--- src/design/rre_pkg.sv ---
// Package for the RPN relocation expression evaluator.
// Holds opcodes, event kinds, widths and the front-to-back token type.
`timescale 1ns / 1ps

package rre_pkg;

  localparam int unsigned StackDepthDef = 32;
  localparam int unsigned QueueDepth = 2;

  localparam logic [7:0] OP_END = 8'h00;
  localparam logic [7:0] OP_ADD = 8'h01;
  localparam logic [7:0] OP_SUB = 8'h02;
  localparam logic [7:0] OP_MUL = 8'h03;
  localparam logic [7:0] OP_DIV = 8'h04;
  localparam logic [7:0] OP_MOD = 8'h05;
  localparam logic [7:0] OP_NEG = 8'h06;
  localparam logic [7:0] OP_SHIFT = 8'h07;
  localparam logic [7:0] OP_LAND = 8'h08;
  localparam logic [7:0] OP_LOR = 8'h09;
  localparam logic [7:0] OP_LXOR = 8'h0A;
  localparam logic [7:0] OP_LNOT = 8'h0B;
  localparam logic [7:0] OP_LE = 8'h0C;
  localparam logic [7:0] OP_GE = 8'h0D;
  localparam logic [7:0] OP_NE = 8'h0E;
  localparam logic [7:0] OP_LT = 8'h0F;
  localparam logic [7:0] OP_GT = 8'h10;
  localparam logic [7:0] OP_EQ = 8'h11;
  localparam logic [7:0] OP_AND = 8'h12;
  localparam logic [7:0] OP_OR = 8'h13;
  localparam logic [7:0] OP_XOR = 8'h14;
  localparam logic [7:0] OP_NOT = 8'h15;
  localparam logic [7:0] OP_PC = 8'h80;
  localparam logic [7:0] OP_CONST = 8'h81;
  localparam logic [7:0] OP_WEAK = 8'h82;
  localparam logic [7:0] OP_STRONG = 8'h83;
  localparam logic [7:0] OP_SYM_LAST = 8'h86;
  localparam logic [7:0] OP_SEGDISP = 8'h87;

  localparam int unsigned CFG_RESOLVE = 0;
  localparam int unsigned CFG_SEG_START = 1;
  localparam int unsigned CfgIdxW = 1;

  typedef enum logic [1:0] {
    EV_FINAL = 2'd0,
    EV_REQUEST = 2'd1,
    EV_UNDEF = 2'd2
  } event_kind_t;

  typedef enum logic [1:0] {
    CL_OPER,
    CL_PUSH,
    CL_EVENT_PUSH,
    CL_END
  } tok_class_t;

  typedef struct packed {
    tok_class_t  cls;
    logic [7:0]  op;
    logic [31:0] val;
    logic        rel;
    logic        seg_upd;
    logic [15:0] seg;
    event_kind_t kind;
  } tok_t;

  typedef enum logic [2:0] {
    ST_IDLE,
    ST_POP_B,
    ST_POP_A,
    ST_EXEC,
    ST_DIV,
    ST_PUSH,
    ST_TOP,
    ST_EMIT
  } be_state_t;

endpackage

--- src/design/rre_if.sv ---
// Valid/ready stream interfaces for the evaluator's token and result channels.
// Depends on nothing.
`timescale 1ns / 1ps

interface rre_in_if;
  logic        valid;
  logic        ready;
  logic [7:0]  opcode;
  logic [31:0] const_operand;
  logic [31:0] current_pc;
  logic        sym_resolved;
  logic        sym_absolute;
  logic [31:0] sym_value;
  logic [15:0] sym_segment;
  modport source(output valid, opcode, const_operand, current_pc, sym_resolved,
                 sym_absolute, sym_value, sym_segment, input ready);
  modport sink(input valid, opcode, const_operand, current_pc, sym_resolved,
               sym_absolute, sym_value, sym_segment, output ready);
endinterface

interface rre_out_if;
  logic        valid;
  logic        ready;
  logic [1:0]  event_kind;
  logic [31:0] value;
  logic        needs_reloc;
  logic [15:0] segment;
  logic [15:0] shift_amount;
  logic [31:0] unshifted_value;
  modport source(output valid, event_kind, value, needs_reloc, segment, shift_amount,
                 unshifted_value, input ready);
  modport sink(input valid, event_kind, value, needs_reloc, segment, shift_amount,
               unshifted_value, output ready);
endinterface

--- src/design/rre_ram.sv ---
// Generic single-port-write, single-read RAM with registered read data.
// Depends on nothing.
`timescale 1ns / 1ps

module rre_ram #(
  parameter int unsigned Width = 32,
  parameter int unsigned Depth = 32
) (
  input  logic                     clk,
  input  logic                     we,
  input  logic [$clog2(Depth)-1:0] waddr,
  input  logic [Width-1:0]         wdata,
  input  logic [$clog2(Depth)-1:0] raddr,
  output logic [Width-1:0]         rdata
);

  logic [Width-1:0] mem [Depth];

  always_ff @(posedge clk) begin
    if (we) begin
      mem[waddr] <= wdata;
    end
    rdata <= mem[raddr];
  end

endmodule

--- src/design/rre_front.sv ---
// Front end: accepts tokens, classifies them and resolves push values.
// Depends on rre_pkg and rre_if.
`timescale 1ns / 1ps

module rre_front (
  rre_in_if.sink                in_ch,
  input  logic                  resolve_phase,
  input  logic [31:0]           seg_start,
  input  logic                  q_full,
  output logic                  q_push,
  output rre_pkg::tok_t         q_tok
);

  logic [7:0] op;
  logic       is_sym;

  assign op = in_ch.opcode;
  assign is_sym = (op >= rre_pkg::OP_WEAK) && (op <= rre_pkg::OP_SYM_LAST);
  assign in_ch.ready = !q_full;
  assign q_push = in_ch.valid && !q_full;

  always_comb begin
    q_tok = '0;
    q_tok.op = op;
    q_tok.kind = rre_pkg::EV_FINAL;
    if (op >= rre_pkg::OP_ADD && op <= rre_pkg::OP_NOT) begin
      q_tok.cls = rre_pkg::CL_OPER;
    end else if (op == rre_pkg::OP_PC) begin
      q_tok.cls = rre_pkg::CL_PUSH;
      q_tok.val = in_ch.current_pc;
    end else if (op == rre_pkg::OP_CONST) begin
      q_tok.cls = rre_pkg::CL_PUSH;
      q_tok.val = in_ch.const_operand;
    end else if (op == rre_pkg::OP_SEGDISP) begin
      q_tok.cls = rre_pkg::CL_PUSH;
      q_tok.val = seg_start + in_ch.const_operand;
      q_tok.rel = 1'b1;
    end else if (is_sym && in_ch.sym_resolved) begin
      q_tok.cls = rre_pkg::CL_PUSH;
      q_tok.val = in_ch.sym_value;
      q_tok.rel = !in_ch.sym_absolute;
      q_tok.seg_upd = !in_ch.sym_absolute;
      q_tok.seg = in_ch.sym_segment;
    end else if (is_sym) begin
      q_tok.cls = rre_pkg::CL_PUSH;
      if (op != rre_pkg::OP_WEAK && !resolve_phase) begin
        q_tok.cls = rre_pkg::CL_EVENT_PUSH;
        q_tok.kind = rre_pkg::EV_REQUEST;
      end else if (op == rre_pkg::OP_STRONG && resolve_phase) begin
        q_tok.cls = rre_pkg::CL_EVENT_PUSH;
        q_tok.kind = rre_pkg::EV_UNDEF;
      end
    end else begin
      q_tok.cls = rre_pkg::CL_END;
    end
  end

endmodule

--- src/design/rre_queue.sv ---
// Short token queue between the front end and the execution back end.
// Depends on rre_pkg.
`timescale 1ns / 1ps

module rre_queue (
  input  logic          clk,
  input  logic          rst_n,
  input  logic          push,
  input  rre_pkg::tok_t din,
  output logic          full,
  input  logic          pop,
  output logic          empty,
  output rre_pkg::tok_t dout
);

  localparam int unsigned PtrW = $clog2(rre_pkg::QueueDepth);

  rre_pkg::tok_t   buf_r [rre_pkg::QueueDepth];
  logic [PtrW-1:0] wp_r, rp_r;
  logic [PtrW:0]   cnt_r;

  assign full = (cnt_r == (PtrW+1)'(rre_pkg::QueueDepth));
  assign empty = (cnt_r == '0);
  assign dout = buf_r[rp_r];

  always_ff @(posedge clk) begin
    if (push) begin
      buf_r[wp_r] <= din;
    end
  end

  always_ff @(posedge clk) begin
    if (!rst_n) begin
      wp_r <= '0;
      rp_r <= '0;
      cnt_r <= '0;
    end else begin
      if (push) begin
        wp_r <= wp_r + 1'b1;
      end
      if (pop) begin
        rp_r <= rp_r + 1'b1;
      end
      cnt_r <= cnt_r + (PtrW+1)'(push) - (PtrW+1)'(pop);
    end
  end

endmodule

--- src/design/rre_div.sv ---
// Radix-2 restoring signed divider, one quotient bit per cycle.
// Depends on nothing.
`timescale 1ns / 1ps

module rre_div (
  input  logic        clk,
  input  logic        rst_n,
  input  logic        start,
  input  logic [31:0] a,
  input  logic [31:0] b,
  output logic        done,
  output logic [31:0] quo,
  output logic [31:0] rem
);

  logic [31:0] q_r, d_r, r_r;
  logic [5:0]  cnt_r;
  logic        busy_r, nq_r, nr_r;
  logic [32:0] trial;
  logic [31:0] r_sh;

  assign r_sh = {r_r[30:0], q_r[31]};
  assign trial = {1'b0, r_sh} - {1'b0, d_r};
  assign done = busy_r && (cnt_r == 6'd0);
  assign quo = nq_r ? (32'd0 - q_r) : q_r;
  assign rem = nr_r ? (32'd0 - r_r) : r_r;

  always_ff @(posedge clk) begin
    if (!rst_n) begin
      busy_r <= 1'b0;
      cnt_r <= '0;
    end else if (start) begin
      busy_r <= 1'b1;
      cnt_r <= 6'd32;
    end else if (busy_r && cnt_r != 6'd0) begin
      cnt_r <= cnt_r - 6'd1;
    end else begin
      busy_r <= 1'b0;
    end
  end

  always_ff @(posedge clk) begin
    if (start) begin
      q_r <= a[31] ? (32'd0 - a) : a;
      d_r <= b[31] ? (32'd0 - b) : b;
      r_r <= '0;
      nq_r <= a[31] ^ b[31];
      nr_r <= a[31];
    end else if (busy_r && cnt_r != 6'd0) begin
      if (!trial[32]) begin
        r_r <= trial[31:0];
        q_r <= {q_r[30:0], 1'b1};
      end else begin
        r_r <= r_sh;
        q_r <= {q_r[30:0], 1'b0};
      end
    end
  end

endmodule

--- src/design/rre_back.sv ---
// Back end: runs queued tokens against the value stack and emits results.
// Depends on rre_pkg, rre_if, rre_ram and rre_div.
`timescale 1ns / 1ps

module rre_back #(
  parameter int unsigned StackDepth = rre_pkg::StackDepthDef
) (
  input  logic          clk,
  input  logic          rst_n,
  input  logic          q_empty,
  input  rre_pkg::tok_t q_tok,
  output logic          q_pop,
  rre_out_if.source     out_ch
);

  localparam int unsigned AW = (StackDepth > 1) ? $clog2(StackDepth) : 1;
  localparam int unsigned CW = $clog2(StackDepth + 1);

  rre_pkg::be_state_t st_r, st_nxt;
  rre_pkg::tok_t      tok_r, tok_nxt;
  logic [CW-1:0]         cnt_r, cnt_nxt;
  logic [StackDepth-1:0] rel_r, rel_nxt;
  logic [15:0]        lseg_r, lseg_nxt;
  logic               sseen_r, sseen_nxt;
  logic [15:0]        scnt_r, scnt_nxt;
  logic [31:0]        ssrc_r, ssrc_nxt;
  logic [31:0]        a_r, a_nxt, b_r, b_nxt, res_r, res_nxt;
  logic               ar_r, ar_nxt, br_r, br_nxt, rr_r, rr_nxt;
  logic               pa_r, pa_nxt, pb_r, pb_nxt;
  logic               dv_r, dv_nxt;
  logic               ov_r, ov_nxt;
  logic [1:0]         ok_r, ok_nxt;
  logic [31:0]        ov_val_r, ov_val_nxt, ous_r, ous_nxt;
  logic               ov_rel_r, ov_rel_nxt;
  logic [15:0]        ov_seg_r, ov_seg_nxt, ov_sh_r, ov_sh_nxt;

  logic          we;
  logic [AW-1:0] waddr, raddr;
  logic [31:0]   wdata, rdata;
  logic          div_start, div_done;
  logic [31:0]   quo, rem;
  logic          unary;
  logic [63:0]   prod;

  rre_ram #(.Width(32), .Depth(StackDepth)) u_stack (
    .clk(clk), .we(we), .waddr(waddr), .wdata(wdata), .raddr(raddr), .rdata(rdata)
  );

  rre_div u_div (
    .clk(clk), .rst_n(rst_n), .start(div_start), .a(a_r), .b(b_r),
    .done(div_done), .quo(quo), .rem(rem)
  );

  assign unary = (tok_r.op == rre_pkg::OP_NEG) || (tok_r.op == rre_pkg::OP_LNOT) ||
                 (tok_r.op == rre_pkg::OP_NOT);
  assign prod = a_r * b_r;

  assign out_ch.valid = ov_r;
  assign out_ch.event_kind = ok_r;
  assign out_ch.value = ov_val_r;
  assign out_ch.needs_reloc = ov_rel_r;
  assign out_ch.segment = ov_seg_r;
  assign out_ch.shift_amount = ov_sh_r;
  assign out_ch.unshifted_value = ous_r;

  always_ff @(posedge clk) begin
    if (!rst_n) begin
      st_r <= rre_pkg::ST_IDLE;
      cnt_r <= '0;
      rel_r <= '0;
      lseg_r <= '0;
      sseen_r <= 1'b0;
      scnt_r <= '0;
      ssrc_r <= '0;
      ov_r <= 1'b0;
    end else begin
      st_r <= st_nxt;
      cnt_r <= cnt_nxt;
      rel_r <= rel_nxt;
      lseg_r <= lseg_nxt;
      sseen_r <= sseen_nxt;
      scnt_r <= scnt_nxt;
      ssrc_r <= ssrc_nxt;
      ov_r <= ov_nxt;
    end
  end

  always_ff @(posedge clk) begin
    tok_r <= tok_nxt;
    a_r <= a_nxt;
    b_r <= b_nxt;
    ar_r <= ar_nxt;
    br_r <= br_nxt;
    pa_r <= pa_nxt;
    pb_r <= pb_nxt;
    dv_r <= dv_nxt;
    res_r <= res_nxt;
    rr_r <= rr_nxt;
    ok_r <= ok_nxt;
    ov_val_r <= ov_val_nxt;
    ov_rel_r <= ov_rel_nxt;
    ov_seg_r <= ov_seg_nxt;
    ov_sh_r <= ov_sh_nxt;
    ous_r <= ous_nxt;
  end

  always_comb begin
    st_nxt = st_r;
    tok_nxt = tok_r;
    cnt_nxt = cnt_r;
    rel_nxt = rel_r;
    lseg_nxt = lseg_r;
    sseen_nxt = sseen_r;
    scnt_nxt = scnt_r;
    ssrc_nxt = ssrc_r;
    a_nxt = a_r;
    b_nxt = b_r;
    ar_nxt = ar_r;
    br_nxt = br_r;
    pa_nxt = pa_r;
    pb_nxt = pb_r;
    dv_nxt = dv_r;
    res_nxt = res_r;
    rr_nxt = rr_r;
    ov_nxt = ov_r && !out_ch.ready;
    ok_nxt = ok_r;
    ov_val_nxt = ov_val_r;
    ov_rel_nxt = ov_rel_r;
    ov_seg_nxt = ov_seg_r;
    ov_sh_nxt = ov_sh_r;
    ous_nxt = ous_r;
    q_pop = 1'b0;
    we = 1'b0;
    waddr = cnt_r[AW-1:0];
    wdata = res_r;
    raddr = '0;
    div_start = 1'b0;
    unique case (st_r)
      rre_pkg::ST_IDLE: begin
        if (!q_empty && !ov_nxt) begin
          q_pop = 1'b1;
          tok_nxt = q_tok;
          res_nxt = q_tok.val;
          rr_nxt = q_tok.rel;
          b_nxt = '0;
          br_nxt = 1'b0;
          dv_nxt = 1'b0;
          unique case (q_tok.cls)
            rre_pkg::CL_OPER: begin
              st_nxt = rre_pkg::ST_POP_B;
            end
            rre_pkg::CL_PUSH: begin
              if (q_tok.seg_upd) begin
                lseg_nxt = q_tok.seg;
              end
              st_nxt = rre_pkg::ST_PUSH;
            end
            rre_pkg::CL_EVENT_PUSH: begin
              ov_nxt = 1'b1;
              ok_nxt = q_tok.kind;
              ov_val_nxt = '0;
              ov_rel_nxt = 1'b0;
              ov_seg_nxt = '0;
              ov_sh_nxt = '0;
              ous_nxt = '0;
              st_nxt = rre_pkg::ST_PUSH;
            end
            rre_pkg::CL_END: begin
              st_nxt = rre_pkg::ST_TOP;
            end
            default: st_nxt = rre_pkg::ST_IDLE;
          endcase
        end
      end
      rre_pkg::ST_POP_B: begin
        if (unary) begin
          st_nxt = rre_pkg::ST_POP_A;
        end else begin
          pb_nxt = (cnt_r != '0);
          br_nxt = rel_r[0];
          rel_nxt = rel_r >> 1;
          if (cnt_r != '0) begin
            cnt_nxt = cnt_r - 1'b1;
            raddr = AW'(cnt_r - 1'b1);
          end
          st_nxt = rre_pkg::ST_POP_A;
        end
      end
      rre_pkg::ST_POP_A: begin
        if (!unary) begin
          b_nxt = pb_r ? rdata : '0;
        end
        pa_nxt = (cnt_r != '0);
        ar_nxt = rel_r[0];
        rel_nxt = rel_r >> 1;
        if (cnt_r != '0) begin
          cnt_nxt = cnt_r - 1'b1;
          raddr = AW'(cnt_r - 1'b1);
        end
        st_nxt = rre_pkg::ST_EXEC;
      end
      rre_pkg::ST_EXEC: begin
        a_nxt = pa_r ? rdata : '0;
        st_nxt = rre_pkg::ST_DIV;
      end
      rre_pkg::ST_DIV: begin
        rr_nxt = 1'b0;
        st_nxt = rre_pkg::ST_PUSH;
        unique case (tok_r.op)
          rre_pkg::OP_ADD: begin
            res_nxt = a_r + b_r;
            rr_nxt = ar_r | br_r;
          end
          rre_pkg::OP_SUB: begin
            res_nxt = a_r - b_r;
            rr_nxt = (ar_r && br_r) ? 1'b0 : (ar_r | br_r);
          end
          rre_pkg::OP_MUL: res_nxt = prod[31:0];
          rre_pkg::OP_DIV, rre_pkg::OP_MOD: begin
            res_nxt = '0;
            if (b_r != '0) begin
              if (!dv_r) begin
                div_start = 1'b1;
                dv_nxt = 1'b1;
                st_nxt = rre_pkg::ST_DIV;
              end else if (div_done) begin
                res_nxt = (tok_r.op == rre_pkg::OP_DIV) ? quo : rem;
              end else begin
                st_nxt = rre_pkg::ST_DIV;
              end
            end
          end
          rre_pkg::OP_NEG: res_nxt = 32'd0 - a_r;
          rre_pkg::OP_SHIFT: begin
            ssrc_nxt = a_r;
            scnt_nxt = b_r[15:0];
            sseen_nxt = 1'b1;
            rr_nxt = ar_r;
            if (!b_r[31]) begin
              res_nxt = (b_r[30:5] != '0) ? '0 : (a_r << b_r[4:0]);
            end else begin
              res_nxt = (b_r[30:5] != '1 || b_r[4:0] == '0) ? '0 :
                        (a_r >> (5'd0 - b_r[4:0]));
            end
          end
          rre_pkg::OP_LAND: res_nxt = {31'd0, (a_r != '0) && (b_r != '0)};
          rre_pkg::OP_LOR: res_nxt = {31'd0, (a_r != '0) || (b_r != '0)};
          rre_pkg::OP_LXOR: res_nxt = {31'd0, (a_r != '0) != (b_r != '0)};
          rre_pkg::OP_LNOT: res_nxt = {31'd0, a_r == '0};
          rre_pkg::OP_LE: res_nxt = {31'd0, $signed(a_r) <= $signed(b_r)};
          rre_pkg::OP_GE: res_nxt = {31'd0, $signed(a_r) >= $signed(b_r)};
          rre_pkg::OP_NE: res_nxt = {31'd0, a_r != b_r};
          rre_pkg::OP_LT: res_nxt = {31'd0, $signed(a_r) < $signed(b_r)};
          rre_pkg::OP_GT: res_nxt = {31'd0, $signed(a_r) > $signed(b_r)};
          rre_pkg::OP_EQ: res_nxt = {31'd0, a_r == b_r};
          rre_pkg::OP_AND: res_nxt = a_r & b_r;
          rre_pkg::OP_OR: res_nxt = a_r | b_r;
          rre_pkg::OP_XOR: res_nxt = a_r ^ b_r;
          default: res_nxt = ~a_r;
        endcase
      end
      rre_pkg::ST_PUSH: begin
        if (cnt_r < CW'(StackDepth)) begin
          we = 1'b1;
          cnt_nxt = cnt_r + 1'b1;
          rel_nxt = {rel_r[StackDepth-2:0], rr_r};
        end
        st_nxt = rre_pkg::ST_IDLE;
      end
      rre_pkg::ST_TOP: begin
        raddr = AW'(cnt_r - 1'b1);
        st_nxt = rre_pkg::ST_EMIT;
      end
      rre_pkg::ST_EMIT: begin
        if (!ov_nxt) begin
          ov_nxt = 1'b1;
          ok_nxt = rre_pkg::EV_FINAL;
          ov_val_nxt = (cnt_r != '0) ? rdata : '0;
          ov_rel_nxt = rel_r[0];
          ov_seg_nxt = rel_r[0] ? lseg_r : '0;
          ov_sh_nxt = sseen_r ? scnt_r : '0;
          ous_nxt = sseen_r ? ssrc_r : ((cnt_r != '0) ? rdata : '0);
          cnt_nxt = '0;
          rel_nxt = '0;
          lseg_nxt = '0;
          sseen_nxt = 1'b0;
          scnt_nxt = '0;
          ssrc_nxt = '0;
          st_nxt = rre_pkg::ST_IDLE;
        end else begin
          raddr = AW'(cnt_r - 1'b1);
        end
      end
      default: st_nxt = rre_pkg::ST_IDLE;
    endcase
  end

endmodule

--- src/design/rpn_reloc_expression_evaluator.sv ---
// Top level of the RPN relocation expression evaluator.
// Depends on rre_pkg, rre_if, rre_front, rre_queue and rre_back.
//
// Usage: tokens arrive on the in_ channel (valid/ready), one per accept. The
// front end classifies each token and resolves push values into a two-entry
// queue; the back end runs it against a stack RAM and drives the out_ channel.
// A push token passes idle and push; an operator also passes pop-B, pop-A, exec
// and div, where divide or modulo by a nonzero value waits on the bit-serial
// divider. Terminator and unknown opcodes emit a final result via top and emit;
// symbol events are registered on leaving the queue. One output register holds
// a result until out_ready; while it is held the back end stops taking tokens
// and the queue fills, then in_ready drops. Reset clears the stack count,
// relocation bits, shift record and both config registers.
// cfg_ registers: index 0 resolve_phase, index 1 segment_start_pc; write only
// while idle.
`timescale 1ns / 1ps

module rpn_reloc_expression_evaluator #(
  parameter int unsigned StackDepth = rre_pkg::StackDepthDef
) (
  input  logic                        clk,
  input  logic                        rst_n,
  input  logic                        cfg_we,
  input  logic [rre_pkg::CfgIdxW-1:0] cfg_index,
  input  logic [31:0]                 cfg_wdata,
  rre_in_if.sink                      in_ch,
  rre_out_if.source                   out_ch
);

  logic          resolve_r;
  logic [31:0]   seg_start_r;
  logic          q_full, q_empty, q_push, q_pop;
  rre_pkg::tok_t q_in, q_out;

  always_ff @(posedge clk) begin
    if (!rst_n) begin
      resolve_r <= 1'b0;
      seg_start_r <= '0;
    end else if (cfg_we) begin
      if (cfg_index == rre_pkg::CfgIdxW'(rre_pkg::CFG_RESOLVE)) begin
        resolve_r <= cfg_wdata[0];
      end else begin
        seg_start_r <= cfg_wdata;
      end
    end
  end

  rre_front u_front (
    .in_ch(in_ch), .resolve_phase(resolve_r),
    .seg_start(seg_start_r), .q_full(q_full), .q_push(q_push), .q_tok(q_in)
  );

  rre_queue u_queue (
    .clk(clk), .rst_n(rst_n), .push(q_push), .din(q_in), .full(q_full),
    .pop(q_pop), .empty(q_empty), .dout(q_out)
  );

  rre_back #(.StackDepth(StackDepth)) u_back (
    .clk(clk), .rst_n(rst_n), .q_empty(q_empty), .q_tok(q_out), .q_pop(q_pop),
    .out_ch(out_ch)
  );

endmodule

--- src/flat_wrapper.sv ---
// flat-port wrapper written by rule: the top's interface ports become plain ports
module rpn_reloc_expression_evaluator_flat 
#(
  parameter int unsigned StackDepth = rre_pkg::StackDepthDef
)
  (clk, rst_n, cfg_we, cfg_index, cfg_wdata, in_ch_valid, in_ch_opcode, in_ch_const_operand, in_ch_current_pc, in_ch_sym_resolved, in_ch_sym_absolute, in_ch_sym_value, in_ch_sym_segment, in_ch_ready, out_ch_valid, out_ch_event_kind, out_ch_value, out_ch_needs_reloc, out_ch_segment, out_ch_shift_amount, out_ch_unshifted_value, out_ch_ready);
  rre_in_if in_ch_i ();
  rre_out_if out_ch_i ();
  input  logic clk;
  input  logic rst_n;
  input  logic cfg_we;
  input  logic [rre_pkg::CfgIdxW-1:0] cfg_index;
  input  logic [31:0] cfg_wdata;
  input wire logic [$bits(in_ch_i.valid)-1:0] in_ch_valid;
  input wire logic [$bits(in_ch_i.opcode)-1:0] in_ch_opcode;
  input wire logic [$bits(in_ch_i.const_operand)-1:0] in_ch_const_operand;
  input wire logic [$bits(in_ch_i.current_pc)-1:0] in_ch_current_pc;
  input wire logic [$bits(in_ch_i.sym_resolved)-1:0] in_ch_sym_resolved;
  input wire logic [$bits(in_ch_i.sym_absolute)-1:0] in_ch_sym_absolute;
  input wire logic [$bits(in_ch_i.sym_value)-1:0] in_ch_sym_value;
  input wire logic [$bits(in_ch_i.sym_segment)-1:0] in_ch_sym_segment;
  output wire logic [$bits(in_ch_i.ready)-1:0] in_ch_ready;
  output wire logic [$bits(out_ch_i.valid)-1:0] out_ch_valid;
  output wire logic [$bits(out_ch_i.event_kind)-1:0] out_ch_event_kind;
  output wire logic [$bits(out_ch_i.value)-1:0] out_ch_value;
  output wire logic [$bits(out_ch_i.needs_reloc)-1:0] out_ch_needs_reloc;
  output wire logic [$bits(out_ch_i.segment)-1:0] out_ch_segment;
  output wire logic [$bits(out_ch_i.shift_amount)-1:0] out_ch_shift_amount;
  output wire logic [$bits(out_ch_i.unshifted_value)-1:0] out_ch_unshifted_value;
  input wire logic [$bits(out_ch_i.ready)-1:0] out_ch_ready;
  assign in_ch_i.valid = in_ch_valid;
  assign in_ch_i.opcode = in_ch_opcode;
  assign in_ch_i.const_operand = in_ch_const_operand;
  assign in_ch_i.current_pc = in_ch_current_pc;
  assign in_ch_i.sym_resolved = in_ch_sym_resolved;
  assign in_ch_i.sym_absolute = in_ch_sym_absolute;
  assign in_ch_i.sym_value = in_ch_sym_value;
  assign in_ch_i.sym_segment = in_ch_sym_segment;
  assign in_ch_ready = in_ch_i.ready;
  assign out_ch_valid = out_ch_i.valid;
  assign out_ch_event_kind = out_ch_i.event_kind;
  assign out_ch_value = out_ch_i.value;
  assign out_ch_needs_reloc = out_ch_i.needs_reloc;
  assign out_ch_segment = out_ch_i.segment;
  assign out_ch_shift_amount = out_ch_i.shift_amount;
  assign out_ch_unshifted_value = out_ch_i.unshifted_value;
  assign out_ch_i.ready = out_ch_ready;
  rpn_reloc_expression_evaluator #(.StackDepth(StackDepth)) u_core (.clk(clk), .rst_n(rst_n), .cfg_we(cfg_we), .cfg_index(cfg_index), .cfg_wdata(cfg_wdata), .in_ch(in_ch_i), .out_ch(out_ch_i));
endmodule
--- config.mk ---
export PLATFORM = sky130hd
export DESIGN_NAME = rpn_reloc_expression_evaluator_flat
export DESIGN_NICKNAME = d
export VERILOG_FILES = /design/src/design/rre_pkg.sv /design/src/design/rre_if.sv /design/src/design/rre_ram.sv /design/src/design/rre_front.sv /design/src/design/rre_queue.sv /design/src/design/rre_div.sv /design/src/design/rre_back.sv /design/src/design/rpn_reloc_expression_evaluator.sv /design/src/flat_wrapper.sv
export SDC_FILE = /design/constraint.sdc
export NUM_CORES = 2
export LEC_CHECK = 0
export BUFFER_PORTS_ARGS = -buffer_cell sky130_fd_sc_hd__buf_4
export CAP_MARGIN = 10
export CORE_ASPECT_RATIO = 0.9
export CORE_MARGIN = 8
export CORE_UTILIZATION = 35
export CTS_BUF_LIST = sky130_fd_sc_hd__clkbuf_8
export DETAILED_ROUTE_END_ITERATION = 10
export GPL_TIMING_DRIVEN = 0
export PLACE_DENSITY = 0.5
export REMOVE_ABC_BUFFERS = 1
export SETUP_SLACK_MARGIN = 0.4
export SLEW_MARGIN = 20
export SYNTH_ARGS = -nofsm -noshare
export SYNTH_HDL_FRONTEND = slang
export SYNTH_SLANG_ARGS = --single-unit
export TNS_END_PERCENT = 20
--- constraint.sdc ---
create_clock -name clk -period 10.1 [get_ports clk]
set_input_delay 1.515 -clock clk [delete_from_list [all_inputs] [get_ports clk]]
set_output_delay 1.515 -clock clk [all_outputs]
set_load 0.02 [all_outputs]
==> metrics.txt <==
# TYPE chip_impl_metric gauge
chip_impl_info{name="status",value="finished clean"} 1
chip_impl_info{name="critical_path.startpoint",value="u_core.u_back.b_r[15]"} 1
chip_impl_metric{name="grt_start_max_net_pins",unit=""} 110
chip_impl_metric{name="nNetsFinal",unit=""} 9934
chip_impl_metric{name="floorplan.die.width",unit="um"} 566
chip_impl_metric{name="layout_setup_ws",unit="ns"} 0.666
chip_impl_metric{name="remaining_drc_errors",unit=""} 0
chip_impl_metric{name="fin_skew",unit="ns"} 0.173
chip_impl_info{name="cts.root.buffer_cell",value="clkbuf_8"} 1
chip_impl_metric{name="synthesis_stage_register_bit_count",unit=""} 1639
chip_impl_metric{name="clock_latency_on_the_worst_skew_pair",unit="ns"} 1.04
chip_impl_info{name="min-delay-start",value="u_core.seg_start_r[19]"} 1
chip_impl_metric{name="routedWlPerCell",unit="um"} 28.5
chip_impl_metric{name="layout-drive-gt1-share",unit="%"} 13.8
chip_impl_metric{name="final_min_period_over_clock_period",unit="%"} 93.4
chip_impl_metric{name="globalplace.congestion",unit=""} 0.980
chip_impl_metric{name="synthCells",unit=""} 8823
chip_impl_metric{name="synth_area_per_cell",unit="sq um"} 10.8
chip_impl_metric{name="layoutNonFillerInstCount",unit=""} 12900
chip_impl_metric{name="synth.cell_area",unit="sq mm"} 0.0953
chip_impl_metric{name="netlist-cell-type-count",unit=""} 90
chip_impl_metric{name="clock_tree.buffer_depth",unit=""} 4
chip_impl_info{name="worstSetupEndpointType",value="flip-flop"} 1
chip_impl_metric{name="tritoncts_num_sinks",unit=""} 1639
chip_impl_info{name="cp_slowest_cell",value="edfxtp_1"} 1
chip_impl_metric{name="regToRegSetupSlack",unit="ns"} 0.67
chip_impl_metric{name="clk_transition_reported_paths",unit="ns"} 0.06
chip_impl_metric{name="cts_hold_bufs",unit=""} 0
chip_impl_metric{name="sequential_share_of_the_synthesized_area",unit="%"} 49.4
chip_impl_metric{name="dr.pass1.iters",unit=""} 6
chip_impl_metric{name="pre_cts_ws",unit="ns"} -0.566
chip_impl_metric{name="routed-via-count",unit=""} 72500
chip_impl_metric{name="finalWorstPathRequiredPeriod",unit="ns"} 9.43
chip_impl_info{name="hp-class",value="flip-flop to flip-flop"} 1
chip_impl_info{name="timing.critical_path.mode_cell",value="fa_1"} 1
chip_impl_metric{name="asyncSetResetFlopFracSynth",unit="%"} 0
chip_impl_metric{name="top_level_ports",unit=""} 261
chip_impl_info{name="synth_top_cells_by_area",value="edfxtp_1, fa_1, dfxtp_1"} 1
chip_impl_metric{name="dp.cells",unit=""} 12300
chip_impl_metric{name="cts_buffers",unit=""} 296
chip_impl_metric{name="n_fill_cell",unit=""} 25700
chip_impl_metric{name="timing.slew.headroom",unit="%"} 18.3
chip_impl_info{name="synthDominantAreaCellType",value="edfxtp_1"} 1
chip_impl_metric{name="reg2reg_depth",unit=""} 22
chip_impl_info{name="crit_path_end",value="u_core.u_back.res_r[29]"} 1
chip_impl_info{name="timing.setup.critical_path_class",value="flip-flop to flip-flop"} 1
chip_impl_metric{name="grt_pass1_vias",unit=""} 72600
chip_impl_metric{name="max_slew.worst_pin.slew",unit="ns"} 1.23
chip_impl_metric{name="max_cap_viol_count",unit=""} 0
chip_impl_metric{name="starting_density",unit="%"} 35.2
chip_impl_info{name="grt_setup_unrepaired",value="true"} 1
chip_impl_metric{name="detail-route-antenna-nets",unit=""} 0
chip_impl_metric{name="drv_slew",unit=""} 0
chip_impl_metric{name="ys_warn_count",unit=""} 0
chip_impl_metric{name="die_height",unit="um"} 511
chip_impl_info{name="synth_top_flop_cell",value="edfxtp_1"} 1
chip_impl_info{name="regToRegEndpoint",value="u_core.u_back.res_r[29]"} 1
chip_impl_metric{name="timing_hold_violations_final",unit=""} 0
chip_impl_metric{name="grt_usage",unit="%"} 24.3
chip_impl_info{name="kind_of_start_point_of_the_critical_path",value="flip-flop"} 1
chip_impl_metric{name="area_growth",unit="%"} 16.8
chip_impl_metric{name="report.final.setup_viol",unit=""} 0
chip_impl_metric{name="routed_via_density",unit=""} 5.64
chip_impl_metric{name="dp_hpwl",unit="um"} 268000
chip_impl_info{name="critical_path.cell_chain",value="inv_1 > nor2_1 > fa_1 > fa_1 > fa_1 > fa_1 > inv_1 > fa_1 > inv_1 > fa_1 > fa_1 > fa_1 > ha_1 > nand2_1 > nand2_1 > o21ai_0 > o32ai_1 > a2111oi_0 > o21ai_0 > a221oi_1 > o221ai_1 > o21a_1"} 1
chip_impl_metric{name="ctsHtreeMaxLevel",unit=""} 5
chip_impl_metric{name="routed_wirelength",unit="um"} 366000
chip_impl_metric{name="max_clock_freq",unit="GHz"} 0.106
chip_impl_metric{name="place_area",unit="sq mm"} 0.106
chip_impl_metric{name="cp.arrival",unit="ns"} 10.11
chip_impl_metric{name="antenna_violations_before_repair",unit=""} 21
chip_impl_metric{name="worstPathMaxFanout",unit=""} 15
chip_impl_metric{name="design.core.area",unit="sq mm"} 0.271
chip_impl_metric{name="critPathMaxStageDelay",unit="ns"} 1.10
chip_impl_metric{name="first_iter_violations",unit=""} 6981
chip_impl_metric{name="synth_top_cell_area_share",unit="%"} 44.8
chip_impl_metric{name="synth_enable_flop_cells",unit=""} 1423
chip_impl_info{name="tritoncts_clock_tree",value="done"} 1
chip_impl_metric{name="portBuffers",unit=""} 260
chip_impl_info{name="r2r-start",value="u_core.u_back.b_r[15]"} 1
chip_impl_metric{name="final_area",unit="sq mm"} 0.111
chip_impl_metric{name="floorplan.die_area",unit="sq mm"} 0.289
chip_impl_metric{name="required_time_of_the_critical_path",unit="ns"} 10.77
chip_impl_metric{name="gr-total-overflow",unit=""} 0
chip_impl_metric{name="placement_rows",unit=""} 181
chip_impl_metric{name="grt_pass1_wl",unit="um"} 523000
==> layer usage <==
metal  GRT usage, %  up-vias  share of wire, %
met4           9.65        8               4.4
met5              0        -             0.016
li1               -    32000                 -
met1           30.8    36800                40
met2           40.4     3031                47
met3           5.30      684               7.8
==> synthesized netlist by cell type, types with 31 or more instances <==
library cell	n
and2_1	70
nand2b_1	46
mux2i_1	140
and3_1	117
nand3_1	264
o22ai_1	37
a22o_1	33
a31oi_1	47
ha_1	301
a21oi_1	397
a22oi_1	64
xor2_1	68
dfxtp_1	216
a211oi_1	52
buf_1	72
or2_2	52
or3_1	40
edfxtp_1	1423
fa_1	412
a21o_1	43
o211a_1	36
clkbuf_1	491
o31ai_1	41
mux4_2	102
nor2_1	767
or4_1	53
mux2_2	48
xnor2_1	242
a21boi_0	47
inv_1	565
nor3b_1	36
nor2b_1	106
o21ai_0	470
nand2_1	1018
a2bb2oi_1	34
a311oi_1	104
nor3_1	273
o21ai_1	31
buf_2	53
o211ai_1	43
a221oi_1	52
==> layout make-up <==
class / count / area [sq um] / share of cell area, %
diodes: 7 / 17.5 / 0.0157
inverters: 589 / 2260 / 2.03
flip-flops and latches: 1639 / 47100 / 42.3
well taps: 3568 / 4460 / 4.01
clock inverters: 201 / 1100 / 0.990
repair buffers: 561 / 7850 / 7.05
multi-input cells: 5974 / 44300 / 39.8
clock buffers: 315 / 4340 / 3.89
==> cell families after synthesis <==
family | after synthesis | synth area share (%)
xor gates and xnor gates | 310 | 2.85
adders and majority gates | 713 | 12.6
DFF | 1639 | 49.4
and+or+nand+nor | 2923 | 14.0
buffers and inverters | 1210 | 4.87
AOI/OAI and AO/OA | 1737 | 11.9
muxes | 291 | 4.46
==> cell usage in the layout, fill, tap and decap left out, drive strengths merged, types with 54 or more instances in the layout <==
cell type,synthesis,layout
o21ai,503,503
nand2,1018,1018
clkbuf,491,315
nor3,273,273
nand3,264,264
inv,571,677
and2,70,70
a22oi,64,64
xor2,68,68
clkinv,18,91
or4,54,54
mux2i,140,140
mux4,102,102
ha,301,301
xnor2,242,242
dfxtp,216,216
nor2,767,767
a21oi,398,398
nor2b,106,106
or2,58,58
buf,130,561
a311oi,104,104
fa,412,412
and3,118,118
edfxtp,1423,1423
==> sequential cells by signal, summed over array words and instances (netlist names), 6 cells and up, named ones only <==
signal                                cells
u_core.u_back.a_r                        32
u_core.u_back.u_div.r_r                  32
u_core.u_back.out_ch.shift_amount        16
u_core.u_back.ssrc_r                     32
u_core.u_back.cnt_r                       6
u_core.u_back.scnt_r                     16
u_core.u_back.b_r                        32
u_core.u_back.u_stack.mem              1024
u_core.u_back.u_div.q_r                  32
u_core.u_back.u_div.d_r                  32
u_core.seg_start_r                       32
u_core.u_back.out_ch.segment             16
u_core.u_back.u_div.cnt_r                 6
u_core.u_back.out_ch.value               32
u_core.u_back.rel_r                      32
u_core.u_back.res_r                      32
u_core.u_back.lseg_r                     16
u_core.u_back.u_stack.rdata              32
u_core.u_back.tok_r                       8
u_core.u_back.out_ch.unshifted_value     32
u_core.u_queue.buf_r                    124
==> worst max-delay path: cells and delay by family, from the launching register on <==
family          cells  cell delay, ns
simple gates        3            0.56
fa+ha+maj           9            4.37
compound gates      7            2.13
flops               1            1.10
buf+inv             3            0.89
==> repair_timing <==
action,CTS,global route
gates resized for setup,10,5
buffers inserted,6,2
setup endpoints to repair,8,3
==> worst min path at each step <==
stage	slack, ns	cells after the start	end
floorplan	0.45	2	u_core.seg_start_r[0]
global placement	0.46	2	u_core.seg_start_r[14]
detailed placement	0.46	2	u_core.seg_start_r[5]
CTS	0.47	2	u_core.seg_start_r[5]
global route	0.50	2	u_core.seg_start_r[2]
finish	0.47	2	u_core.seg_start_r[19]
==> through the flow <==
step	hold WS (ns)	utilization, %	setup TNS (ns)
after global routing	0.497	41.1	0
final	0.466	41.2	0
after CTS	0.472	41.1	0
after global placement	0.463	36.7	-
after floorplan	0.447	-	-1139.40
after detailed placement	0.463	39.0	-0.961
Power is not shown: default switching activity piles up to over one toggle a cycle in this logic, so the estimate is an artifact.
